<file path="src/sv/assert_macros.svh">
// ---------------------------------------------------------------------------
// Assertion macros
// Shared concurrent assertion forms for the line rasterizer RTL.
// ---------------------------------------------------------------------------
`ifndef ASSERT_MACROS_SVH
`define ASSERT_MACROS_SVH

// same-cycle implication, gated by reset
`define ASSERT_IMPLIES(lbl, clk, rst_n, ante, cons) \
  lbl: assert property (@(posedge clk) disable iff (!rst_n) (ante) |-> (cons)) \
    else $error("implication check failed");

// next-cycle implication, gated by reset
`define ASSERT_NEXT(lbl, clk, rst_n, ante, cons) \
  lbl: assert property (@(posedge clk) disable iff (!rst_n) (ante) |=> (cons)) \
    else $error("next-cycle check failed");

`endif

</file>
<file path="src/sv/dda_pkg.sv">
`timescale 1ns / 1ps
// ---------------------------------------------------------------------------
// DDA rasterizer package
// Shared constants, codes and controller/datapath types.
// ---------------------------------------------------------------------------
package dda_pkg;

  localparam int PIX_BITS     = 9;
  localparam int CANVAS_BITS  = 10;
  localparam int CFG_IDX_BITS = 1;

  localparam logic [CANVAS_BITS-1:0] PIX_LIMIT    = 10'd512;
  localparam logic [CANVAS_BITS-1:0] CANVAS_RESET = 10'd500;

  localparam logic [CFG_IDX_BITS-1:0] CFG_CANVAS_ROWS = 1'b0;
  localparam logic [CFG_IDX_BITS-1:0] CFG_CANVAS_COLS = 1'b1;

  localparam logic CMD_LOAD    = 1'b0;
  localparam logic CMD_ADVANCE = 1'b1;

  typedef enum logic {
    ST_IDLE,
    ST_DIV
  } ctrl_state_t;

  typedef struct packed {
    logic load;
    logic advance;
    logic div_step;
    logic div_last;
  } dp_cmd_t;

  typedef struct packed {
    logic load_zero;
  } dp_stat_t;

endpackage

</file>
<file path="src/sv/dda_in_if.sv">
`timescale 1ns / 1ps
// ---------------------------------------------------------------------------
// DDA input channel
// Valid/ready channel carrying a load or advance command and two endpoints.
// ---------------------------------------------------------------------------
interface dda_in_if #(
  parameter int COORD_BITS = 11
);
  logic                         valid;
  logic                         ready;
  logic                         cmd;
  logic signed [COORD_BITS-1:0] row_start;
  logic signed [COORD_BITS-1:0] col_start;
  logic signed [COORD_BITS-1:0] row_end;
  logic signed [COORD_BITS-1:0] col_end;

  modport source (
    output valid, cmd, row_start, col_start, row_end, col_end,
    input  ready
  );

  modport sink (
    input  valid, cmd, row_start, col_start, row_end, col_end,
    output ready
  );
endinterface

</file>
<file path="src/sv/dda_out_if.sv">
`timescale 1ns / 1ps
// ---------------------------------------------------------------------------
// DDA result channel
// Valid/ready channel carrying one rasterized pixel and line status.
// ---------------------------------------------------------------------------
interface dda_out_if;
  import dda_pkg::*;

  logic                valid;
  logic                ready;
  logic [PIX_BITS-1:0] pixel_row;
  logic [PIX_BITS-1:0] pixel_col;
  logic                pixel_valid;
  logic                line_done;

  modport source (
    output valid, pixel_row, pixel_col, pixel_valid, line_done,
    input  ready
  );

  modport sink (
    input  valid, pixel_row, pixel_col, pixel_valid, line_done,
    output ready
  );
endinterface

</file>
<file path="src/sv/dda_line_rasterizer_core.sv">
// Every transaction yields one result, registered in the cycle after acceptance.
// Throughput: advance transactions sustain one per cycle while the output is not stalled.
// A load transaction blocks input after acceptance while the radix-2 divider forms
// the increments in ST_DIV; zero-length lines skip it.
// Reset: synchronous active-low rst_n clears control, line state and canvas size to 500.
`timescale 1ns / 1ps
// ---------------------------------------------------------------------------
// DDA line rasterizer core
// Steps a fixed-point position along a line and emits clipped pixels.
// ---------------------------------------------------------------------------
module dda_line_rasterizer_core import dda_pkg::*; #(
  parameter int COORD_BITS = 11,
  parameter int FRAC_BITS  = 16
) (
  input  logic                    clk,
  input  logic                    rst_n,
  dda_in_if.sink                  in_if,
  dda_out_if.source               out_if,
  input  logic                    cfg_wr_en,
  input  logic [CFG_IDX_BITS-1:0] cfg_index,
  input  logic [CANVAS_BITS-1:0]  cfg_data
);

  dp_cmd_t  dp_cmd;
  dp_stat_t dp_stat;

  dda_ctrl #(
    .FRAC_BITS (FRAC_BITS)
  ) u_ctrl (
    .clk       (clk),
    .rst_n     (rst_n),
    .in_valid  (in_if.valid),
    .in_cmd    (in_if.cmd),
    .in_ready  (in_if.ready),
    .out_valid (out_if.valid),
    .out_ready (out_if.ready),
    .stat      (dp_stat),
    .cmd       (dp_cmd)
  );

  dda_datapath #(
    .COORD_BITS (COORD_BITS),
    .FRAC_BITS  (FRAC_BITS)
  ) u_datapath (
    .clk         (clk),
    .rst_n       (rst_n),
    .cmd         (dp_cmd),
    .stat        (dp_stat),
    .row_start   (in_if.row_start),
    .col_start   (in_if.col_start),
    .row_end     (in_if.row_end),
    .col_end     (in_if.col_end),
    .cfg_wr_en   (cfg_wr_en),
    .cfg_index   (cfg_index),
    .cfg_data    (cfg_data),
    .pixel_row   (out_if.pixel_row),
    .pixel_col   (out_if.pixel_col),
    .pixel_valid (out_if.pixel_valid),
    .line_done   (out_if.line_done)
  );

endmodule

</file>
<file path="src/sv/dda_datapath.sv">
`timescale 1ns / 1ps
// ---------------------------------------------------------------------------
// DDA datapath
// Endpoint setup, radix-2 increment division, position stepping,
// pixel rounding, canvas clipping and the result register.
// ---------------------------------------------------------------------------
module dda_datapath import dda_pkg::*; #(
  parameter int COORD_BITS = 11,
  parameter int FRAC_BITS  = 16
) (
  input  logic                         clk,
  input  logic                         rst_n,
  input  dp_cmd_t                      cmd,
  output dp_stat_t                     stat,
  input  logic signed [COORD_BITS-1:0] row_start,
  input  logic signed [COORD_BITS-1:0] col_start,
  input  logic signed [COORD_BITS-1:0] row_end,
  input  logic signed [COORD_BITS-1:0] col_end,
  input  logic                         cfg_wr_en,
  input  logic [CFG_IDX_BITS-1:0]      cfg_index,
  input  logic [CANVAS_BITS-1:0]       cfg_data,
  output logic [PIX_BITS-1:0]          pixel_row,
  output logic [PIX_BITS-1:0]          pixel_col,
  output logic                         pixel_valid,
  output logic                         line_done
);

  localparam int DW = COORD_BITS + 1;
  localparam int PW = COORD_BITS + FRAC_BITS + 1;
  localparam int IW = FRAC_BITS + 2;
  localparam int QW = FRAC_BITS + 1;
  localparam int NW = COORD_BITS + FRAC_BITS + 1;
  localparam int RW = PW + 1 - FRAC_BITS;

  localparam logic [PW:0] HALF =
    {{(PW + 1 - FRAC_BITS){1'b0}}, 1'b1, {(FRAC_BITS - 1){1'b0}}};

  logic [CANVAS_BITS-1:0] canvas_rows_r, canvas_rows_nxt;
  logic [CANVAS_BITS-1:0] canvas_cols_r, canvas_cols_nxt;

  logic signed [PW-1:0]   pos_r       [2];
  logic signed [PW-1:0]   pos_nxt     [2];
  logic signed [IW-1:0]   inc_r       [2];
  logic signed [IW-1:0]   inc_nxt     [2];
  logic [COORD_BITS-1:0]  rem_r       [2];
  logic [COORD_BITS-1:0]  rem_nxt     [2];
  logic [QW-1:0]          qd_r        [2];
  logic [QW-1:0]          qd_nxt      [2];
  logic                   neg_r       [2];
  logic                   neg_nxt     [2];
  logic [COORD_BITS-1:0]  steps_left_r, steps_left_nxt;

  logic [PIX_BITS-1:0]    pixel_row_r, pixel_row_nxt;
  logic [PIX_BITS-1:0]    pixel_col_r, pixel_col_nxt;
  logic                   pixel_valid_r, pixel_valid_nxt;
  logic                   line_done_r, line_done_nxt;

  logic signed [DW-1:0]   delta    [2];
  logic [DW-1:0]          delta_abs[2];
  logic [COORD_BITS-1:0]  mag      [2];
  logic [COORD_BITS-1:0]  steps;
  logic [NW-1:0]          dividend [2];
  logic [COORD_BITS:0]    trial    [2];
  logic                   fits     [2];
  logic signed [PW-1:0]   pos_adv  [2];
  logic [PW:0]            rnd_sum  [2];
  logic [RW-1:0]          rnd      [2];
  logic [CANVAS_BITS-1:0] row_lim;
  logic [CANVAS_BITS-1:0] col_lim;
  logic                   in_canvas;

  always_comb begin
    canvas_rows_nxt = canvas_rows_r;
    canvas_cols_nxt = canvas_cols_r;
    if (cfg_wr_en) begin
      case (cfg_index)
        CFG_CANVAS_ROWS: canvas_rows_nxt = cfg_data;
        CFG_CANVAS_COLS: canvas_cols_nxt = cfg_data;
        default: ;
      endcase
    end
  end

  assign row_lim = (canvas_rows_r > PIX_LIMIT) ? PIX_LIMIT : canvas_rows_r;
  assign col_lim = (canvas_cols_r > PIX_LIMIT) ? PIX_LIMIT : canvas_cols_r;

  assign delta[0] = DW'(row_end) - DW'(row_start);
  assign delta[1] = DW'(col_end) - DW'(col_start);

  always_comb begin
    for (int i = 0; i < 2; i++) begin
      delta_abs[i] = delta[i][DW-1] ? -delta[i] : delta[i];
      mag[i]       = delta_abs[i][COORD_BITS-1:0];
    end
    steps = (mag[0] > mag[1]) ? mag[0] : mag[1];
    for (int i = 0; i < 2; i++) begin
      dividend[i] = NW'({mag[i], {FRAC_BITS{1'b0}}}) + NW'(steps >> 1);
      trial[i]    = {rem_r[i], qd_r[i][QW-1]};
      fits[i]     = trial[i] >= {1'b0, steps_left_r};
      pos_adv[i]  = pos_r[i] + PW'(inc_r[i]);
      rnd_sum[i]  = (PW + 1)'(pos_adv[i]) + HALF;
      rnd[i]      = rnd_sum[i][PW:FRAC_BITS];
    end
  end

  assign stat.load_zero = (steps == '0);

  assign in_canvas = !rnd[0][RW-1] && !rnd[1][RW-1] &&
                     (rnd[0] < RW'(row_lim)) && (rnd[1] < RW'(col_lim));

  always_comb begin
    for (int i = 0; i < 2; i++) begin
      pos_nxt[i] = pos_r[i];
      inc_nxt[i] = inc_r[i];
      rem_nxt[i] = rem_r[i];
      qd_nxt[i]  = qd_r[i];
      neg_nxt[i] = neg_r[i];
    end
    steps_left_nxt  = steps_left_r;
    pixel_row_nxt   = pixel_row_r;
    pixel_col_nxt   = pixel_col_r;
    pixel_valid_nxt = pixel_valid_r;
    line_done_nxt   = line_done_r;

    if (cmd.load) begin
      pos_nxt[0] = {DW'(row_start), {FRAC_BITS{1'b0}}};
      pos_nxt[1] = {DW'(col_start), {FRAC_BITS{1'b0}}};
      for (int i = 0; i < 2; i++) begin
        inc_nxt[i] = '0;
        rem_nxt[i] = dividend[i][NW-1:QW];
        qd_nxt[i]  = dividend[i][QW-1:0];
        neg_nxt[i] = delta[i][DW-1];
      end
      steps_left_nxt  = steps;
      pixel_row_nxt   = '0;
      pixel_col_nxt   = '0;
      pixel_valid_nxt = 1'b0;
      line_done_nxt   = (steps == '0);
    end else if (cmd.advance) begin
      pixel_row_nxt   = '0;
      pixel_col_nxt   = '0;
      pixel_valid_nxt = 1'b0;
      if (steps_left_r == '0) begin
        line_done_nxt = 1'b1;
      end else begin
        for (int i = 0; i < 2; i++) begin
          pos_nxt[i] = pos_adv[i];
        end
        steps_left_nxt = steps_left_r - 1'b1;
        line_done_nxt  = (steps_left_r == COORD_BITS'(1));
        if (in_canvas) begin
          pixel_row_nxt   = rnd[0][PIX_BITS-1:0];
          pixel_col_nxt   = rnd[1][PIX_BITS-1:0];
          pixel_valid_nxt = 1'b1;
        end
      end
    end else if (cmd.div_step) begin
      for (int i = 0; i < 2; i++) begin
        rem_nxt[i] = COORD_BITS'(fits[i] ? (trial[i] - {1'b0, steps_left_r})
                                         : trial[i]);
        qd_nxt[i]  = {qd_r[i][QW-2:0], fits[i]};
        if (cmd.div_last) begin
          inc_nxt[i] = neg_r[i] ? -IW'(qd_nxt[i]) : IW'(qd_nxt[i]);
        end
      end
    end
  end

  always_ff @(posedge clk) begin
    if (!rst_n) begin
      canvas_rows_r <= CANVAS_RESET;
      canvas_cols_r <= CANVAS_RESET;
      steps_left_r  <= '0;
      for (int i = 0; i < 2; i++) begin
        pos_r[i] <= '0;
        inc_r[i] <= '0;
      end
    end else begin
      canvas_rows_r <= canvas_rows_nxt;
      canvas_cols_r <= canvas_cols_nxt;
      steps_left_r  <= steps_left_nxt;
      for (int i = 0; i < 2; i++) begin
        pos_r[i] <= pos_nxt[i];
        inc_r[i] <= inc_nxt[i];
      end
    end
  end

  always_ff @(posedge clk) begin
    for (int i = 0; i < 2; i++) begin
      rem_r[i] <= rem_nxt[i];
      qd_r[i]  <= qd_nxt[i];
      neg_r[i] <= neg_nxt[i];
    end
    pixel_row_r   <= pixel_row_nxt;
    pixel_col_r   <= pixel_col_nxt;
    pixel_valid_r <= pixel_valid_nxt;
    line_done_r   <= line_done_nxt;
  end

  assign pixel_row   = pixel_row_r;
  assign pixel_col   = pixel_col_r;
  assign pixel_valid = pixel_valid_r;
  assign line_done   = line_done_r;

endmodule

</file>
<file path="src/sv/dda_ctrl.sv">
`timescale 1ns / 1ps
// ---------------------------------------------------------------------------
// DDA controller
// Handshake control, division sequencing and result register valid.
// ---------------------------------------------------------------------------
`include "assert_macros.svh"

module dda_ctrl import dda_pkg::*; #(
  parameter int FRAC_BITS = 16
) (
  input  logic     clk,
  input  logic     rst_n,
  input  logic     in_valid,
  input  logic     in_cmd,
  output logic     in_ready,
  output logic     out_valid,
  input  logic     out_ready,
  input  dp_stat_t stat,
  output dp_cmd_t  cmd
);

  localparam int CW = $clog2(FRAC_BITS + 1);

  ctrl_state_t   state_r, state_nxt;
  logic [CW-1:0] cnt_r, cnt_nxt;
  logic          out_valid_r, out_valid_nxt;
  logic          accept;

  always_ff @(posedge clk) begin
    if (!rst_n) begin
      state_r     <= ST_IDLE;
      cnt_r       <= '0;
      out_valid_r <= 1'b0;
    end else begin
      state_r     <= state_nxt;
      cnt_r       <= cnt_nxt;
      out_valid_r <= out_valid_nxt;
    end
  end

  always_comb begin
    state_nxt    = state_r;
    cnt_nxt      = cnt_r;
    in_ready     = 1'b0;
    cmd          = '0;
    accept       = 1'b0;
    case (state_r)
      ST_IDLE: begin
        in_ready    = !out_valid_r || out_ready;
        accept      = in_valid && in_ready;
        cmd.load    = accept && (in_cmd == CMD_LOAD);
        cmd.advance = accept && (in_cmd == CMD_ADVANCE);
        if (cmd.load && !stat.load_zero) begin
          state_nxt = ST_DIV;
          cnt_nxt   = '0;
        end
      end
      ST_DIV: begin
        cmd.div_step = 1'b1;
        cmd.div_last = (cnt_r == CW'(FRAC_BITS));
        cnt_nxt      = cnt_r + 1'b1;
        if (cmd.div_last) begin
          state_nxt = ST_IDLE;
        end
      end
      default: state_nxt = ST_IDLE;
    endcase
    out_valid_nxt = accept ? 1'b1 : (out_ready ? 1'b0 : out_valid_r);
  end

  assign out_valid = out_valid_r;

  `ASSERT_IMPLIES(a_no_accept_in_div, clk, rst_n, state_r == ST_DIV, !in_ready)
  `ASSERT_NEXT(a_div_last_idle, clk, rst_n, cmd.div_last, state_r == ST_IDLE)
  `ASSERT_NEXT(a_accept_gives_result, clk, rst_n, accept, out_valid_r)
  `ASSERT_IMPLIES(a_cnt_bound, clk, rst_n, state_r == ST_DIV, cnt_r <= CW'(FRAC_BITS))

endmodule
</file>
<file path="src/flat_wrapper.sv">
// flat-port wrapper written by rule: the top's interface ports become plain ports
module dda_line_rasterizer_core_flat import dda_pkg::*;
#(
  parameter int COORD_BITS = 11,
  parameter int FRAC_BITS  = 16
)
  (clk, rst_n, cfg_wr_en, cfg_index, cfg_data, in_if_valid, in_if_cmd, in_if_row_start, in_if_col_start, in_if_row_end, in_if_col_end, in_if_ready, out_if_valid, out_if_pixel_row, out_if_pixel_col, out_if_pixel_valid, out_if_line_done, out_if_ready);
  dda_in_if #(.COORD_BITS(COORD_BITS)) in_if_i ();
  dda_out_if out_if_i ();
  input  logic clk;
  input  logic rst_n;
  input  logic cfg_wr_en;
  input  logic [CFG_IDX_BITS-1:0] cfg_index;
  input  logic [CANVAS_BITS-1:0] cfg_data;
  input wire logic [$bits(in_if_i.valid)-1:0] in_if_valid;
  input wire logic [$bits(in_if_i.cmd)-1:0] in_if_cmd;
  input wire logic [$bits(in_if_i.row_start)-1:0] in_if_row_start;
  input wire logic [$bits(in_if_i.col_start)-1:0] in_if_col_start;
  input wire logic [$bits(in_if_i.row_end)-1:0] in_if_row_end;
  input wire logic [$bits(in_if_i.col_end)-1:0] in_if_col_end;
  output wire logic [$bits(in_if_i.ready)-1:0] in_if_ready;
  output wire logic [$bits(out_if_i.valid)-1:0] out_if_valid;
  output wire logic [$bits(out_if_i.pixel_row)-1:0] out_if_pixel_row;
  output wire logic [$bits(out_if_i.pixel_col)-1:0] out_if_pixel_col;
  output wire logic [$bits(out_if_i.pixel_valid)-1:0] out_if_pixel_valid;
  output wire logic [$bits(out_if_i.line_done)-1:0] out_if_line_done;
  input wire logic [$bits(out_if_i.ready)-1:0] out_if_ready;
  assign in_if_i.valid = in_if_valid;
  assign in_if_i.cmd = in_if_cmd;
  assign in_if_i.row_start = in_if_row_start;
  assign in_if_i.col_start = in_if_col_start;
  assign in_if_i.row_end = in_if_row_end;
  assign in_if_i.col_end = in_if_col_end;
  assign in_if_ready = in_if_i.ready;
  assign out_if_valid = out_if_i.valid;
  assign out_if_pixel_row = out_if_i.pixel_row;
  assign out_if_pixel_col = out_if_i.pixel_col;
  assign out_if_pixel_valid = out_if_i.pixel_valid;
  assign out_if_line_done = out_if_i.line_done;
  assign out_if_i.ready = out_if_ready;
  dda_line_rasterizer_core #(.COORD_BITS(COORD_BITS), .FRAC_BITS(FRAC_BITS)) u_core (.clk(clk), .rst_n(rst_n), .in_if(in_if_i), .out_if(out_if_i), .cfg_wr_en(cfg_wr_en), .cfg_index(cfg_index), .cfg_data(cfg_data));
endmodule
</file>
<file path="config.mk">
export PLATFORM = sky130hd
export DESIGN_NAME = dda_line_rasterizer_core_flat
export DESIGN_NICKNAME = d
export VERILOG_FILES = /design/src/sv/dda_pkg.sv /design/src/sv/dda_in_if.sv /design/src/sv/dda_out_if.sv /design/src/sv/dda_line_rasterizer_core.sv /design/src/sv/dda_datapath.sv /design/src/sv/dda_ctrl.sv /design/src/flat_wrapper.sv
export VERILOG_INCLUDE_DIRS = /design/src /design/src/sv
export SDC_FILE = /design/constraint.sdc
export NUM_CORES = 1
export LEC_CHECK = 0
export ABC_AREA = 1
export BUFFER_PORTS_ARGS = -buffer_cell sky130_fd_sc_hd__buf_2
export CAP_MARGIN = 20
export CORE_UTILIZATION = 65
export DETAILED_ROUTE_END_ITERATION = 10
export PLACE_DENSITY = 0.91
export SLEW_MARGIN = 20
export SYNTH_ARGS = -nofsm -noshare
export SYNTH_HDL_FRONTEND = slang
export SYNTH_SLANG_ARGS = --single-unit
</file>
<file path="constraint.sdc">
create_clock -name clk -period 11.16 [get_ports clk]
set_clock_uncertainty 0.05 [all_clocks]
set_input_delay 3.348 -clock clk [delete_from_list [all_inputs] [get_ports clk]]
set_output_delay 3.348 -clock clk [all_outputs]
set_load 0.01 [all_outputs]
</file>
==> metrics.txt <==
Slew @ Worst Pin 1.10 ns; Post-Syn Nets 2871; CP arrival 8.03 ns; Avg WL per Cell 16.8 um; maximum clock insertion buffer count 3; CTS buffer count 24; Synth Cell Area 17100 sq um; die width 164 um; num ports 83; IR Drop Worst-Case VDD 0.171 mV; Post-Route WL 51.7 mm; P_leak 9.74 nW; busiest grt layer met2; vias per cell 5.87; Syn Inst Count 2666; crit start category primary input; Req. time, crit path 11.47 ns; largest fanout on the critical path 12; PwrDens 133 nW/um^2; post-layout util 0.716; share of the synthesized area in the top cell type 0.191; H-Tree Depth 1; post_cts resized 0; ANT cells 0; post-synth cell types 54; Crit. End Element flip-flop; largest net degree at the start of global routing 65; number of synthesized flops with an enable pin 45; YS warnings 0; dominant cells by area after synthesis dfxtp_1 19%, nand2_1 17%, ha_1 10%; final non-filler cell total 3077; grt met2 use 0.636; CTS tree yes; Layout area overhead 8.47%; root buffer cell clkbuf_16; hold_buf cts 0; synth cell count leaders 760 x nand2_1, 385 x inv_1, 228 x nor2_1, 174 x a21oi_1, 172 x o21ai_0; clk sinks 208; setup tns final 0 ns; Tot GR Track Use 0.378; die height 164 um; crit path kind in2reg; Seq/Total Area, Yosys 0.270; dpl hpwl 40.4 mm; Max Slew Vio Count 0; CTS clock-pin slew for the worst setup and hold paths 0.06 ns; status complete, no violations; initial antenna violation count 0; final net count 2929; Worst path slowest cell fa_1; Reg area 4610 sq um; placed cell count 3032; first-pass GRT wire length 81.1 mm; Placeable Area 25900 sq um; Initial DRT Pass Iterations 6; DR vias 18100; met1 Use GR 0.486; Hold Fails Final Rpt 0; Largest stage delay, worst path 0.53 ns; num rows 59; most area-hungry cell type in the Yosys netlist dfxtp_1; Routed Antenna Nets 0; Seq cells post-synth 208; Fmax 0.129 GHz; footprint of the multi-input gates 10800 sq um; post-CTS repair timing setup buffer count 0; Final period util 0.692; vias in the first global route 16700; fraction of layout cells with a size suffix above 1 0.0824; Async SR Flop Fraction 0; Initial DRC Count 1721; final hold slack 0.402 ns; top_reg_cell synth dfxtp_1; Port Buffer Count 82; GR Layer Usage met3 0.0424; Starting Density 0.660; Fillers 2209; final setup vio count 0; grt ovf 0; # DRC 0; unrepaired setup endpoints after global routing false; HP Class reg2reg; number of max-cap violations 0; Tmin final 7.72 ns; worst skew pair latency 0.53 ns; Avg Synthesized Cell Area 6.42 sq um; total die area 27000 sq um; routability cong. 0.978; most numerous cell on the critical path nand2_1; top-count cell post-synth nand2_1; Rel. slew slack 0.265
[report_power, final]
part / internal (mW) / leakage, nW / switching, mW / total, mW
Combinational: 0.267 / 7.60 / 0.552 / 0.819
Sequential: 0.838 / 1.77 / 0.0497 / 0.888
Clock: 0.417 / 0.373 / 0.338 / 0.756
Total: 1.52 / 9.74 / 0.940 / 2.46
[layout by cell type, fill, tap and decap left out, types with 5 or more instances in the layout]
cell,n
or2_2,5
nand2_1,759
edfxtp_1,45
o21ai_2,9
nand3b_1,9
nor2_4,8
clkinv_2,7
nand4_1,40
a22oi_1,12
buf_2,82
o211ai_1,10
nand3_1,171
nor3_1,25
o221ai_1,9
dfxtp_1,163
xor2_1,51
buf_4,9
a21o_1,6
inv_2,11
xnor2_1,29
o21bai_1,7
inv_1,384
clkbuf_16,25
nor2_1,225
nand2_2,29
clkinv_1,11
fa_1,6
nor2_2,14
o21ai_0,172
a31oi_1,35
a221oi_1,10
ha_1,138
a21oi_1,174
[sequential cells by signal, summed over array words and instances, names as in the netlist, 2 cells and up]
signal	flops
u_core.u_ctrl.cnt_r	5
u_core.u_datapath.canvas_cols_r	10
u_core.u_datapath.canvas_rows_r	10
u_core.u_datapath.inc_r	36
u_core.u_datapath.neg_r	2
u_core.u_datapath.pixel_col	9
u_core.u_datapath.pixel_row	9
u_core.u_datapath.pos_r	56
u_core.u_datapath.qd_r	34
u_core.u_datapath.rem_r	22
u_core.u_datapath.steps_left_r	11
[final timing paths]
check                                   endpoint  cells after the start                               from  slack (ns)
hold reg to reg   u_core.u_datapath.pixel_row[0]                      2     u_core.u_datapath.pixel_row[0]        0.40
hold / removal    u_core.u_datapath.pixel_row[0]                      2     u_core.u_datapath.pixel_row[0]        0.40
setup reg to reg  u_core.u_datapath.inc_r[0][16]                     22  u_core.u_datapath.steps_left_r[9]        6.23
setup / recovery     u_core.u_datapath.line_done                     30                   in_if_row_end[0]        3.44
[final cells by class]
| class | instances | area share |
|---|---|---|
| Tap cell | 335 | 0.0226 |
| Clock buffer | 28 | 0.0349 |
| Clock inverter | 16 | 0.00492 |
| Timing Repair Buffer | 92 | 0.0272 |
| Multi-Input combinational cell | 1995 | 0.580 |
| Inverter | 403 | 0.0816 |
| Sequential cell | 208 | 0.249 |
[critical path, delay by kind of cell]
family                     cells  cell delay [ns]
AOI/OAI and AO/OA              4             0.73
adders and majority gates      4             1.26
buffers and inverters          4             0.53
and+or+nand+nor               18             2.15
[cell families after synthesis]
logic type               share of synthesized area
AO/OA/AOI/OAI                                0.153
XOR/XNOR                                    0.0409
AND/OR/NAND/NOR                              0.326
flip-flops                                   0.270
buffers and inverters                        0.103
adder cells (fa/ha/maj)                      0.108
[layer usage]
| layer | wire, um | share of wire |
|---|---|---|
| met5 | 0 | 0 |
| met4 | 2190 | 0.042 |
| met3 | 4290 | 0.083 |
| met2 | 24000 | 0.46 |
| met1 | 21200 | 0.41 |
[metrics by stage]
stage | area (sq um) | power (mW) | worst slack [ns]
final | 18600 | 2.46 | 3.44
after global routing | 18600 | 2.58 | 2.83
after CTS | 18500 | 2.44 | 3.47
after detailed placement | 17800 | 1.69 | 2.95
after global placement | 17800 | 1.65 | 3.00
after floorplan | 17100 | 1.47 | 3.86
Note: power is estimated with default switching activity, not from simulation.
